**src/rtl/sha256_pkg.sv**
```systemverilog
// sha256_pkg: constants and round functions for the sha-256 hasher
// used by sha256_message_hasher_unit; no dependencies
package sha256_pkg;

    localparam int unsigned BlockBytes = 64;
    localparam int unsigned Rounds = 64;
    localparam int unsigned DigestWords = 8;

    localparam logic [7:0] PadByte = 8'h80;

    localparam logic [31:0] InitHash [DigestWords] = '{
        32'h6a09e667, 32'hbb67ae85, 32'h3c6ef372, 32'ha54ff53a,
        32'h510e527f, 32'h9b05688c, 32'h1f83d9ab, 32'h5be0cd19
    };

    localparam logic [31:0] RoundK [Rounds] = '{
        32'h428a2f98, 32'h71374491, 32'hb5c0fbcf, 32'he9b5dba5,
        32'h3956c25b, 32'h59f111f1, 32'h923f82a4, 32'hab1c5ed5,
        32'hd807aa98, 32'h12835b01, 32'h243185be, 32'h550c7dc3,
        32'h72be5d74, 32'h80deb1fe, 32'h9bdc06a7, 32'hc19bf174,
        32'he49b69c1, 32'hefbe4786, 32'h0fc19dc6, 32'h240ca1cc,
        32'h2de92c6f, 32'h4a7484aa, 32'h5cb0a9dc, 32'h76f988da,
        32'h983e5152, 32'ha831c66d, 32'hb00327c8, 32'hbf597fc7,
        32'hc6e00bf3, 32'hd5a79147, 32'h06ca6351, 32'h14292967,
        32'h27b70a85, 32'h2e1b2138, 32'h4d2c6dfc, 32'h53380d13,
        32'h650a7354, 32'h766a0abb, 32'h81c2c92e, 32'h92722c85,
        32'ha2bfe8a1, 32'ha81a664b, 32'hc24b8b70, 32'hc76c51a3,
        32'hd192e819, 32'hd6990624, 32'hf40e3585, 32'h106aa070,
        32'h19a4c116, 32'h1e376c08, 32'h2748774c, 32'h34b0bcb5,
        32'h391c0cb3, 32'h4ed8aa4a, 32'h5b9cca4f, 32'h682e6ff3,
        32'h748f82ee, 32'h78a5636f, 32'h84c87814, 32'h8cc70208,
        32'h90befffa, 32'ha4506ceb, 32'hbef9a3f7, 32'hc67178f2
    };

    function automatic logic [31:0] rotr(input logic [31:0] v, input int unsigned n);
        rotr = (v >> n) | (v << (32 - n));
    endfunction

    function automatic logic [31:0] sig0(input logic [31:0] x);
        sig0 = rotr(x, 7) ^ rotr(x, 18) ^ (x >> 3);
    endfunction

    function automatic logic [31:0] sig1(input logic [31:0] x);
        sig1 = rotr(x, 17) ^ rotr(x, 19) ^ (x >> 10);
    endfunction

    function automatic logic [31:0] bsig0(input logic [31:0] x);
        bsig0 = rotr(x, 2) ^ rotr(x, 13) ^ rotr(x, 22);
    endfunction

    function automatic logic [31:0] bsig1(input logic [31:0] x);
        bsig1 = rotr(x, 6) ^ rotr(x, 11) ^ rotr(x, 25);
    endfunction

endpackage

```
**src/rtl/sha256_message_hasher_unit.sv**
```systemverilog
// sha256_message_hasher_unit: byte-serial sha-256 hasher with iterative round unit
// depends on sha256_pkg
//
// Takes one message byte per input item, gathers 64-byte blocks in a 16-word
// schedule window and folds each full block into the chaining hash with a
// single round unit that runs one sha-256 round per cycle. A byte item is taken
// while idle; the 64th byte of a block holds in_stall high through all 64
// rounds and the add into the chaining hash. The item with end_of_message (with
// or without a byte) first finishes any block that its byte fills, then pads
// the remaining word slots of the closing block (at most 16), the first of them
// placing the 0x80 pad byte, then runs a compression. When 56 or more bytes sit
// in the last block, a second pass of 16 pad words and another compression
// carry the length. The eight digest words then leave one per cycle while
// out_stall is low, most significant first, word_index 0..7, with last_word on
// word 7. The block stays stalled until the last digest word is taken, then
// returns to the initial hash values and a zero byte count. No byte is taken
// while a block is compressed. No clearing pass after reset is needed.
module sha256_message_hasher_unit (
    input  logic        clk,
    input  logic        rst_n,
    input  logic        in_valid,
    output logic        in_stall,
    input  logic [7:0]  data_byte,
    input  logic        has_byte,
    input  logic        end_of_message,
    output logic        out_valid,
    input  logic        out_stall,
    output logic [31:0] digest_word,
    output logic [2:0]  word_index,
    output logic        last_word
);

    typedef enum logic [2:0] {
        ST_IDLE,
        ST_PAD,
        ST_ROUND,
        ST_FOLD,
        ST_EMIT
    } state_t;

    state_t       state_reg;
    logic [31:0]  h_reg [8];
    logic [31:0]  s_reg [8];
    // schedule window: w_reg[0] is the word used this round
    logic [31:0]  w_reg [16];
    logic [63:0]  count_reg;
    logic [5:0]   round_reg;
    logic [3:0]   pad_idx_reg;
    logic         final_reg;   // message end in progress
    logic         extra_reg;   // another (length) block follows
    logic         lead_reg;    // 0x80 pad byte not placed yet
    logic [2:0]   emit_reg;

    logic         accept;
    logic [5:0]   byte_pos;
    logic [31:0]  t1, t2, w_new;
    logic [31:0]  pad_word;
    logic [63:0]  bit_len;
    logic [3:0]   fill_word;   // word slot of the next byte
    logic [31:0]  cur_word;
    logic [31:0]  byte_word;
    logic [63:0]  count_inc;
    logic [63:0]  end_count;

    assign in_stall    = (state_reg != ST_IDLE);
    assign accept      = in_valid && !in_stall;
    assign byte_pos    = count_reg[5:0];
    assign fill_word   = byte_pos[5:2];
    assign bit_len     = {count_reg[60:0], 3'b000};
    assign out_valid   = (state_reg == ST_EMIT);
    assign digest_word = h_reg[emit_reg];
    assign word_index  = emit_reg;
    assign last_word   = (emit_reg == 3'd7);

    // current partial word (bytes already in w_reg[15] low bits)
    assign cur_word  = w_reg[15];
    assign byte_word = {cur_word[23:0], data_byte};
    assign count_inc = count_reg + 64'd1;
    assign end_count = has_byte ? count_inc : count_reg;

    assign t1 = s_reg[7] + sha256_pkg::bsig1(s_reg[4])
              + ((s_reg[4] & s_reg[5]) ^ (~s_reg[4] & s_reg[6]))
              + sha256_pkg::RoundK[round_reg] + w_reg[0];
    assign t2 = sha256_pkg::bsig0(s_reg[0])
              + ((s_reg[0] & s_reg[1]) ^ (s_reg[0] & s_reg[2]) ^ (s_reg[1] & s_reg[2]));
    assign w_new = sha256_pkg::sig1(w_reg[14]) + w_reg[9]
                 + sha256_pkg::sig0(w_reg[1]) + w_reg[0];

    // pad word for the word slot pad_idx_reg of the closing block
    always_comb
    begin
        pad_word = 32'h0;
        if (lead_reg)
        begin
            // pad byte goes right after the last message byte
            case (count_reg[1:0])
                2'd0: pad_word = {sha256_pkg::PadByte, 24'h0};
                2'd1: pad_word = {cur_word[7:0], sha256_pkg::PadByte, 16'h0};
                2'd2: pad_word = {cur_word[15:0], sha256_pkg::PadByte, 8'h0};
                default: pad_word = {cur_word[23:0], sha256_pkg::PadByte};
            endcase
        end
        else if (!extra_reg && pad_idx_reg == 4'd14)
        begin
            pad_word = bit_len[63:32];
        end
        else if (!extra_reg && pad_idx_reg == 4'd15)
        begin
            pad_word = bit_len[31:0];
        end
    end

    always_ff @(posedge clk or negedge rst_n)
    begin
        if (!rst_n)
        begin
            state_reg   <= ST_IDLE;
            count_reg   <= '0;
            round_reg   <= '0;
            pad_idx_reg <= '0;
            final_reg   <= 1'b0;
            extra_reg   <= 1'b0;
            lead_reg    <= 1'b0;
            emit_reg    <= '0;
            for (int i = 0; i < 8; i++)
            begin
                h_reg[i] <= sha256_pkg::InitHash[i];
                s_reg[i] <= '0;
            end
            for (int i = 0; i < 16; i++)
            begin
                w_reg[i] <= '0;
            end
        end
        else
        begin
            case (state_reg)
                ST_IDLE:
                begin
                    if (accept)
                    begin
                        if (has_byte)
                        begin
                            count_reg <= count_inc;
                            // a new word enters the window on its first byte
                            if (count_reg[1:0] == 2'd0)
                            begin
                                for (int i = 0; i < 15; i++)
                                begin
                                    w_reg[i] <= w_reg[i + 1];
                                end
                            end
                            w_reg[15] <= byte_word;
                        end
                        if (end_of_message)
                        begin
                            final_reg   <= 1'b1;
                            lead_reg    <= 1'b1;
                            extra_reg   <= (end_count[5:0] >= 6'd56);
                            pad_idx_reg <= end_count[5:2];
                        end
                        if (has_byte && count_inc[5:0] == 6'd0)
                        begin
                            round_reg <= '0;
                            for (int i = 0; i < 8; i++)
                            begin
                                s_reg[i] <= h_reg[i];
                            end
                            state_reg <= ST_ROUND;
                        end
                        else if (end_of_message)
                        begin
                            state_reg <= ST_PAD;
                        end
                    end
                end
                ST_PAD:
                begin
                    // a partial word is already in the window and is completed in place
                    if (!(lead_reg && count_reg[1:0] != 2'd0))
                    begin
                        for (int i = 0; i < 15; i++)
                        begin
                            w_reg[i] <= w_reg[i + 1];
                        end
                    end
                    w_reg[15]   <= pad_word;
                    lead_reg    <= 1'b0;
                    pad_idx_reg <= pad_idx_reg + 4'd1;
                    if (pad_idx_reg == 4'd15)
                    begin
                        round_reg <= '0;
                        for (int i = 0; i < 8; i++)
                        begin
                            s_reg[i] <= h_reg[i];
                        end
                        state_reg <= ST_ROUND;
                    end
                end
                ST_ROUND:
                begin
                    s_reg[7] <= s_reg[6];
                    s_reg[6] <= s_reg[5];
                    s_reg[5] <= s_reg[4];
                    s_reg[4] <= s_reg[3] + t1;
                    s_reg[3] <= s_reg[2];
                    s_reg[2] <= s_reg[1];
                    s_reg[1] <= s_reg[0];
                    s_reg[0] <= t1 + t2;
                    for (int i = 0; i < 15; i++)
                    begin
                        w_reg[i] <= w_reg[i + 1];
                    end
                    w_reg[15] <= w_new;
                    round_reg <= round_reg + 6'd1;
                    if (round_reg == 6'd63)
                    begin
                        state_reg <= ST_FOLD;
                    end
                end
                ST_FOLD:
                begin
                    for (int i = 0; i < 8; i++)
                    begin
                        h_reg[i] <= h_reg[i] + s_reg[i];
                    end
                    if (!final_reg)
                    begin
                        state_reg <= ST_IDLE;
                    end
                    else if (lead_reg)
                    begin
                        // last byte filled the block, padding starts a fresh one
                        pad_idx_reg <= '0;
                        state_reg   <= ST_PAD;
                    end
                    else if (extra_reg)
                    begin
                        // length-only block follows
                        extra_reg   <= 1'b0;
                        pad_idx_reg <= '0;
                        state_reg   <= ST_PAD;
                    end
                    else
                    begin
                        emit_reg  <= '0;
                        state_reg <= ST_EMIT;
                    end
                end
                ST_EMIT:
                begin
                    if (!out_stall)
                    begin
                        emit_reg <= emit_reg + 3'd1;
                        if (emit_reg == 3'd7)
                        begin
                            for (int i = 0; i < 8; i++)
                            begin
                                h_reg[i] <= sha256_pkg::InitHash[i];
                            end
                            count_reg <= '0;
                            final_reg <= 1'b0;
                            state_reg <= ST_IDLE;
                        end
                    end
                end
                default:
                begin
                    state_reg <= ST_IDLE;
                end
            endcase
        end
    end

    // an end item without a byte, with 56 or more bytes in the block, must schedule the length block
    property p_long_tail;
        @(posedge clk) disable iff (!rst_n)
        (accept && end_of_message && !has_byte && fill_word >= 4'd14) |=> extra_reg;
    endproperty
    a_long_tail: assert property (p_long_tail) else $error("long tail block not scheduled");

    a_no_emit_midblock: assert property (@(posedge clk) disable iff (!rst_n)
        out_valid |-> final_reg && !extra_reg)
        else $error("digest shown before final block");

    a_last_returns_idle: assert property (@(posedge clk) disable iff (!rst_n)
        (out_valid && !out_stall && last_word) |=> (state_reg == ST_IDLE && count_reg == 64'd0))
        else $error("hasher did not reset after digest");

    a_round_count: assert property (@(posedge clk) disable iff (!rst_n)
        (state_reg == ST_FOLD) |-> $past(round_reg) == 6'd63)
        else $error("fold without full round sequence");

endmodule
```
**config.mk**
```make
export PLATFORM = sky130hd
export DESIGN_NAME = sha256_message_hasher_unit
export DESIGN_NICKNAME = d
export VERILOG_FILES = /design/src/rtl/sha256_pkg.sv /design/src/rtl/sha256_message_hasher_unit.sv
export SDC_FILE = /design/constraint.sdc
export NUM_CORES = 2
export LEC_CHECK = 0
export ABC_AREA = 1
export BUFFER_PORTS_ARGS = -buffer_cell sky130_fd_sc_hd__buf_2
export CORE_AREA = 2 2 582 353
export CTS_CLUSTER_DIAMETER = 60
export DETAILED_ROUTE_END_ITERATION = 10
export DIE_AREA = 0 0 584 355
export PLACE_DENSITY = 0.62
export SYNTH_ARGS = -nofsm -noshare
export SYNTH_HDL_FRONTEND = slang
export SYNTH_SLANG_ARGS = --single-unit
```
**constraint.sdc**
```tcl
create_clock -name clk -period 7.1 [get_ports clk]
set_clock_uncertainty 0.05 [all_clocks]
set_input_delay 1.065 -clock clk [delete_from_list [all_inputs] [get_ports clk]]
set_output_delay 1.065 -clock clk [all_outputs]
set_load 0.01 [all_outputs]
```
# After elaboration in Yosys (flattened, before gate mapping)
# Memories as Yosys holds them, arrays and structs flattened.
# Index checks and enable logic that the tools add are counted.
dict set report classes {
  addsub 22
  n_mul 0
  div 0
  magnitude_cmp 3
  eq_ne 25
  n_shift 0
  muxes 63
  bitwise 29
  reduce_logical 30
}
# op n
set ops {}
lappend ops {{case mux 512 bit (3 select lines)} 1}
lappend ops {{two-way mux 256 bit} 5}
lappend ops {{two-way mux 512 bit} 2}
lappend ops {{two-way mux 480 bit} 2}
lappend ops {{case mux 256 bit (3 select lines)} 1}
lappend ops {{adder 32 bit} 18}
lappend ops {{case mux 256 bit (2 select lines)} 1}
lappend ops {{XOR 32 bit} 9}
lappend ops {{two-way mux 64 bit} 4}
lappend ops {{two-way mux 32 bit} 7}
lappend ops {{bitwise AND 32 bit} 5}
lappend ops {{case mux 64 bit (2 select lines)} 1}
lappend ops {{binary-select mux 32 bit (select 3 bit)} 1}
lappend ops {{case mux 32 bit (3 select lines)} 1}
lappend ops {{adder 64 x 1 -> 64 bit, second input constant} 1}
lappend ops {{two-way mux 3 bit} 14}
lappend ops {{inverter 32 bit} 1}
lappend ops {{bitwise OR 10 x 32 -> 32 bit} 1}
lappend ops {{bitwise OR 13 x 32 -> 32 bit} 1}
lappend ops {{bitwise OR 14 x 32 -> 32 bit} 1}
lappend ops {{bitwise OR 15 x 32 -> 32 bit} 1}
lappend ops {{bitwise OR 19 x 32 -> 32 bit} 1}
lappend ops {{bitwise OR 21 x 32 -> 32 bit} 1}
lappend ops {{bitwise OR 25 x 32 -> 32 bit} 1}
lappend ops {{other kinds (42)} 91}
dict set report word_totals {
  register_bits 1107
  latch_bits 0
  ram_bits 0
  mem_bits_ro 2048
  in_bits 14
  out_inout_bits 38
  wordCells 214
  memories 1
}
# memory depth word_bits read_ports rd_ports_with_merged_regs wr line_no
set memory_table {}
lappend memory_table {{(no name shown)} 64 32 1 0 0 sha256_message_hasher_unit.sv:83} ;# + sha256_pkg::RoundK[round_reg] + w_reg[0];

# Depth between registers and ports, before layout
dict set report logic_depth {
  ltp_word 9
  mapped_depth 44
  mapped_depth_nobuf 43
}

# Worst setup path after synthesis
# Ideal clock, no wire load.
dict set report synth_path {
  path_type {reg2reg}
  startpoint {register round_reg[0]}
  endpoint {register s_reg[247] (netlist bit)}
  setup_ns 0.125
  t_arrival_ns 6.377
  t_required_ns 6.925
  path_slack_ns 0.548
  stages_incl_launch_ff 39
  path_buffers 1
  synth_period_minus_slack_ns 6.552
  cell_sequence {dfrtp_1 -> clkbuf_1 -> inv_1 -> ha_1 -> inv_1 -> nor2_1 -> inv_1 -> nor2_1 -> inv_1 -> nand3_1 -> a21oi_1 -> a31o_2 -> fa_1 -> inv_1 -> ha_1 -> inv_1 -> fa_1 -> nand3b_1 -> (+3 left out) -> a21oi_1 -> o21ai_0 -> a21oi_1 -> o21ai_0 -> xor2_1 -> inv_1 -> fa_1 -> inv_1 -> ha_1 -> nand2_1 -> nor2_1 -> inv_1 -> nor2_1 -> nand3_1 -> o211ai_1 -> xor2_1 -> o21ai_0 -> o21ai_1}
}
dict set report synth_via {
  elab_chain_cells 8
}
# element line_no
set synth_lines {}
lappend synth_lines {{from (decl)} sha256_message_hasher_unit.sv:47} ;# logic [5:0] round_reg;
lappend synth_lines {{from (signal assigned)} sha256_message_hasher_unit.sv:215} ;# round_reg <= round_reg + 6'd1;
lappend synth_lines {{inverter 6 -> 7 bit (not written as such)} sha256_message_hasher_unit.sv:83}
lappend synth_lines {{memory (64 x 32 bit)} --}
lappend synth_lines {{two-way mux 32 bit (not written as such) (2 in a row)} sha256_message_hasher_unit.sv:83}
lappend synth_lines {{adder 32 bit (2 in a row)} sha256_message_hasher_unit.sv:83}
lappend synth_lines {{adder 32 bit} sha256_message_hasher_unit.sv:209} ;# s_reg[0] <= t1 + t2;
lappend synth_lines {{case mux 256 bit (3 select lines)} sha256_message_hasher_unit.sv:137} ;# case (state_reg)
lappend synth_lines {{to (signal, indexed assignment)} sha256_message_hasher_unit.sv:167} ;# s_reg[i] <= h_reg[i];
lappend synth_lines {{to (signal, indexed assignment)} sha256_message_hasher_unit.sv:195} ;# s_reg[i] <= h_reg[i];
lappend synth_lines {{to (decl)} sha256_message_hasher_unit.sv:43} ;# logic [31:0] s_reg [8];
# Every way passes these cells. The select of a mux whose other input is x is not followed.
# A chain may end at the register's enable or synchronous reset.

# Final worst setup path
dict set report layout_path {
  startpoint {register s_reg[102] (netlist bit)}
  endpoint {register s_reg[245] (netlist bit)}
}
dict set report layout_via {
  elab_chain_cells 9
  word_cells_on_any_way 14
  cone_classes {add/sub: 5; mux: 1; bitwise: 8}
}
# element line_no
set layout_lines {}
lappend layout_lines {{bitwise OR 26 x 32 -> 32 bit} sha256_pkg.sv:36} ;# rotr = (v >> n) | (v << (32 - n));
lappend layout_lines {{XOR 32 bit (2 in a row)} sha256_pkg.sv:52} ;# bsig1 = rotr(x, 6) ^ rotr(x, 11) ^ rotr(x, 25);
lappend layout_lines {{adder 32 bit} sha256_message_hasher_unit.sv:81} ;# assign t1 = s_reg[7] + sha256_pkg::bsig1(s_reg[4])
lappend layout_lines {{adder 32 bit *} sha256_message_hasher_unit.sv:82} ;# + ((s_reg[4] & s_reg[5]) ^ (~s_reg[4] & s_reg[6]))
lappend layout_lines {{adder 32 bit * (2 in a row)} sha256_message_hasher_unit.sv:83}
lappend layout_lines {{adder 32 bit *} sha256_message_hasher_unit.sv:209}
lappend layout_lines {{case mux 256 bit (3 select lines) *} sha256_message_hasher_unit.sv:137}
# Every way passes the cells marked *; elsewhere a longest branch is shown, timed or not.

==> flow_summary_export.csv <==
group,metric,value,unit
run_status,status,"finished with violations",
run_status,violations,"max-capacitance violations, max-slew violations",
global_route,grt_first_pass_wirelength,551,mm
detailed_routing,drt_iter0_drc,12400,
timing,postLayoutSetupSlackWorst,0.112,ns
global_route,grt_pass1_vias,72900,
timing,max_freq,0.143,GHz
cells_and_area,nets,11800,
critical_path,critPathMaxFanout,6,
floorplan,rows,128,
clocking,cts.clk_slew.worst_paths,0.07,ns
clocking,cts_tree,"built",
timing,tightest_slew,1.83,ns
critical_path,slowest_delay,1.01,ns
place,placed_area,86700,um2
place,pre_cts_ws,-0.0689,ns
global_route,track_usage,37.3,%
global_route,grt_max_degree,201,
timing,setup_viol,0,
flow_run,maxCapViolCount,4,
cells_and_area,final_area,92000,um2
clocking,htreeDepth,4,
critical_path,arrival,7.65,ns
clocking,cts-root-buf,"clkbuf_16",
synth,syn-num-nets,11500,
cells_and_area,final.fill_count,20300,
place,io_buffers,51,
synth,yosys.cell_types.count,71,
clocking,cts.sinks,1104,
synth,post-synth-top-count-cell,"nand2_1",
floorplan,die-area,207000,um2
synth,seq_area_frac_synth,34.6,%
critical_path,setup.worst_path.end_class,"flip-flop",
critical_path,cp.required,7.76,ns
min_path,hp-class,"primary input to asynchronous set/reset pin",
clocking,clockBufferDepth,4,
floorplan,dieWidth,584,um
synth,synth_top_area_share,30.1,%
cells_and_area,drive_gt1_share,10.6,%
cells_and_area,synthToLayoutAreaGrowth,14.4,%
timing,rsz0062_at_grt,"true",
detailed_routing,drt-total-wl,396,mm
floorplan,initial_core_util,39.8,%
detailed_routing,drc_errors,0,
synth,synth-edff-count,0,
detailed_routing,viasPerCell,5.83,
critical_path,slowest_stage,"o21ai_1",
timing,hold_ws,0.150,ns
synth,syn_area,80400,um2
clocking,cts_buffers,142,
detailed_routing,ant_nets,0,
global_route,grt_overflow_total,0,
clocking,ctsHoldBuffers,0,
detailed_routing,first_pass_iters,7,
synth,ys_warn_count,0,
clocking,insertion_delay,0.85,ns
critical_path,r2r_cells,26,
detailed_routing,routed-via-count,81400,
detailed_routing,detail_route.wl_per_cell,28.4,um
floorplan,io_pins,52,
timing,finalCritPeriodShare,98.4,%
timing,report.final.slew_viol_count,4,
synth,syn_avg_cell_area,7.39,um2
synth,async_flop_share,100,%
synth,synth_commonest_cells,"nand2_1 (2017), inv_1 (1628), o21ai_0 (1263)",
critical_path,critPathKind,"flip-flop to flip-flop",
timing,relSlewSlack,-23.2,%
timing,post-route-min-period,6.99,ns
critical_path,worst_setup_path_start_kind,"flip-flop",
synth,ys.flop_type,"dfrtp_1",
cells_and_area,largest_reg_flops,480,
place,dp_hpwl,318,mm
floorplan,core_area,202000,um2
synth,yosys_register_bits,1104,
global_route,antenna_found_initial,15,
timing,finalHoldViolCount,0,
place,routabilityCongestion,1.11,
synth,yosys.area.top_type,"dfrtp_1",
place,dp.cells,13700,
cells_and_area,final_cells,14000,
floorplan,die_h,355,um
synth,syn_inst,10900,
synth,synthTopCellsByArea,"dfrtp_1 (30%), nand2_1 (9.4%), o21ai_0 (7.9%)",
[critical path: cells and delay by family (launching register included)]
kind                       cells  cell delay, ns
AOI/OAI and AO/OA              7            1.83
xor gates and xnor gates       2            0.49
DFF                            1            0.40
buffers and inverters          5            0.68
adders and majority gates      5            2.30
and+or+nand+nor                7            1.11
[layer usage]
| metal | vias to the layer above | GRT usage (%) | routed length, um |
|---|---|---|---|
| li1 | 36400 | - | - |
| met1 | 39600 | 59.2 | 188000 |
| met2 | 5078 | 39.6 | 125000 |
| met3 | 383 | 23.8 | 76500 |
| met4 | 18 | 5.24 | 5760 |
| met5 | - | 1.27 | 479 |
[what timing repair did]
action | CTS | global route
buffers inserted | 0 | 9
pin swaps | 1 | 11
gates resized for setup | 9 | 87
endpoints found under the setup margin | 14 | 43
[placed cells by master, fill, tap and decap left out, drive strengths merged, types with 61 or more instances in the layout]
cell,instances
a21o,61
o22ai,132
nor3,144
nand3,348
nand4,83
buf,637
fa,197
inv,1651
dfrtp,968
a31oi,126
a21oi,930
nand2,2023
xor2,255
o21bai,66
o21ai,1410
ha,404
clkbuf,193
dfstp,136
nor2,894
xnor2,176
[cell families (layout without fill, tap and decap cells)]
| kind of cell | Yosys count | after routing | synth area share, % |
|---|---|---|---|
| and+or+nand+nor | 3588 | 3588 | 18.3 |
| AOI/OAI and AO/OA | 3003 | 3003 | 20.6 |
| buffers and inverters | 2115 | 2524 | 10.3 |
| DFF | 1104 | 1104 | 34.6 |
| adders and majority gates | 601 | 601 | 11.2 |
| xor gates and xnor gates | 431 | 431 | 4.70 |
| muxes | 32 | 32 | 0.448 |
| other | 0 | 14 | 0 |
[path summary, 6_finish.rpt]
path	startpoint	end	slack [ns]
min in group clk	w_reg[228]	w_reg[228]	0.43
setup / recovery	s_reg[102]	s_reg[245]	0.11
setup reg to reg	s_reg[102]	s_reg[245]	0.11
max in group asynchronous	rst_n	w_reg[130]	4.94
hold reg to reg	w_reg[228]	w_reg[228]	0.43
hold / removal	rst_n	h_reg[227]	0.15
[stage by stage]
stage	TNS (ns)	utilization, %
4_1_cts	0	45.3
6_report	0	45.6
5_1_grt	-0.271	45.6
3_3_place_gp	-0.573	42.9
3_5_place_dp	-0.132	42.9
2_1_floorplan	0	-
[final cells by class]
type | count | area [um2] | share of cell area, %
multi-input combinational | 7655 | 44800 | 48.7
tap | 2665 | 3330 | 3.62
sequential | 1104 | 27800 | 30.2
clock buffer | 193 | 4100 | 4.46
inverter | 1640 | 6180 | 6.72
timing repair buffer | 637 | 5030 | 5.47
antenna | 14 | 35.0 | 0.0381
clock inverter | 54 | 728 | 0.792
Power is left out: the tool's default activity adds up to more than one toggle a clock period on the data nets, which glitch-free logic cannot reach.
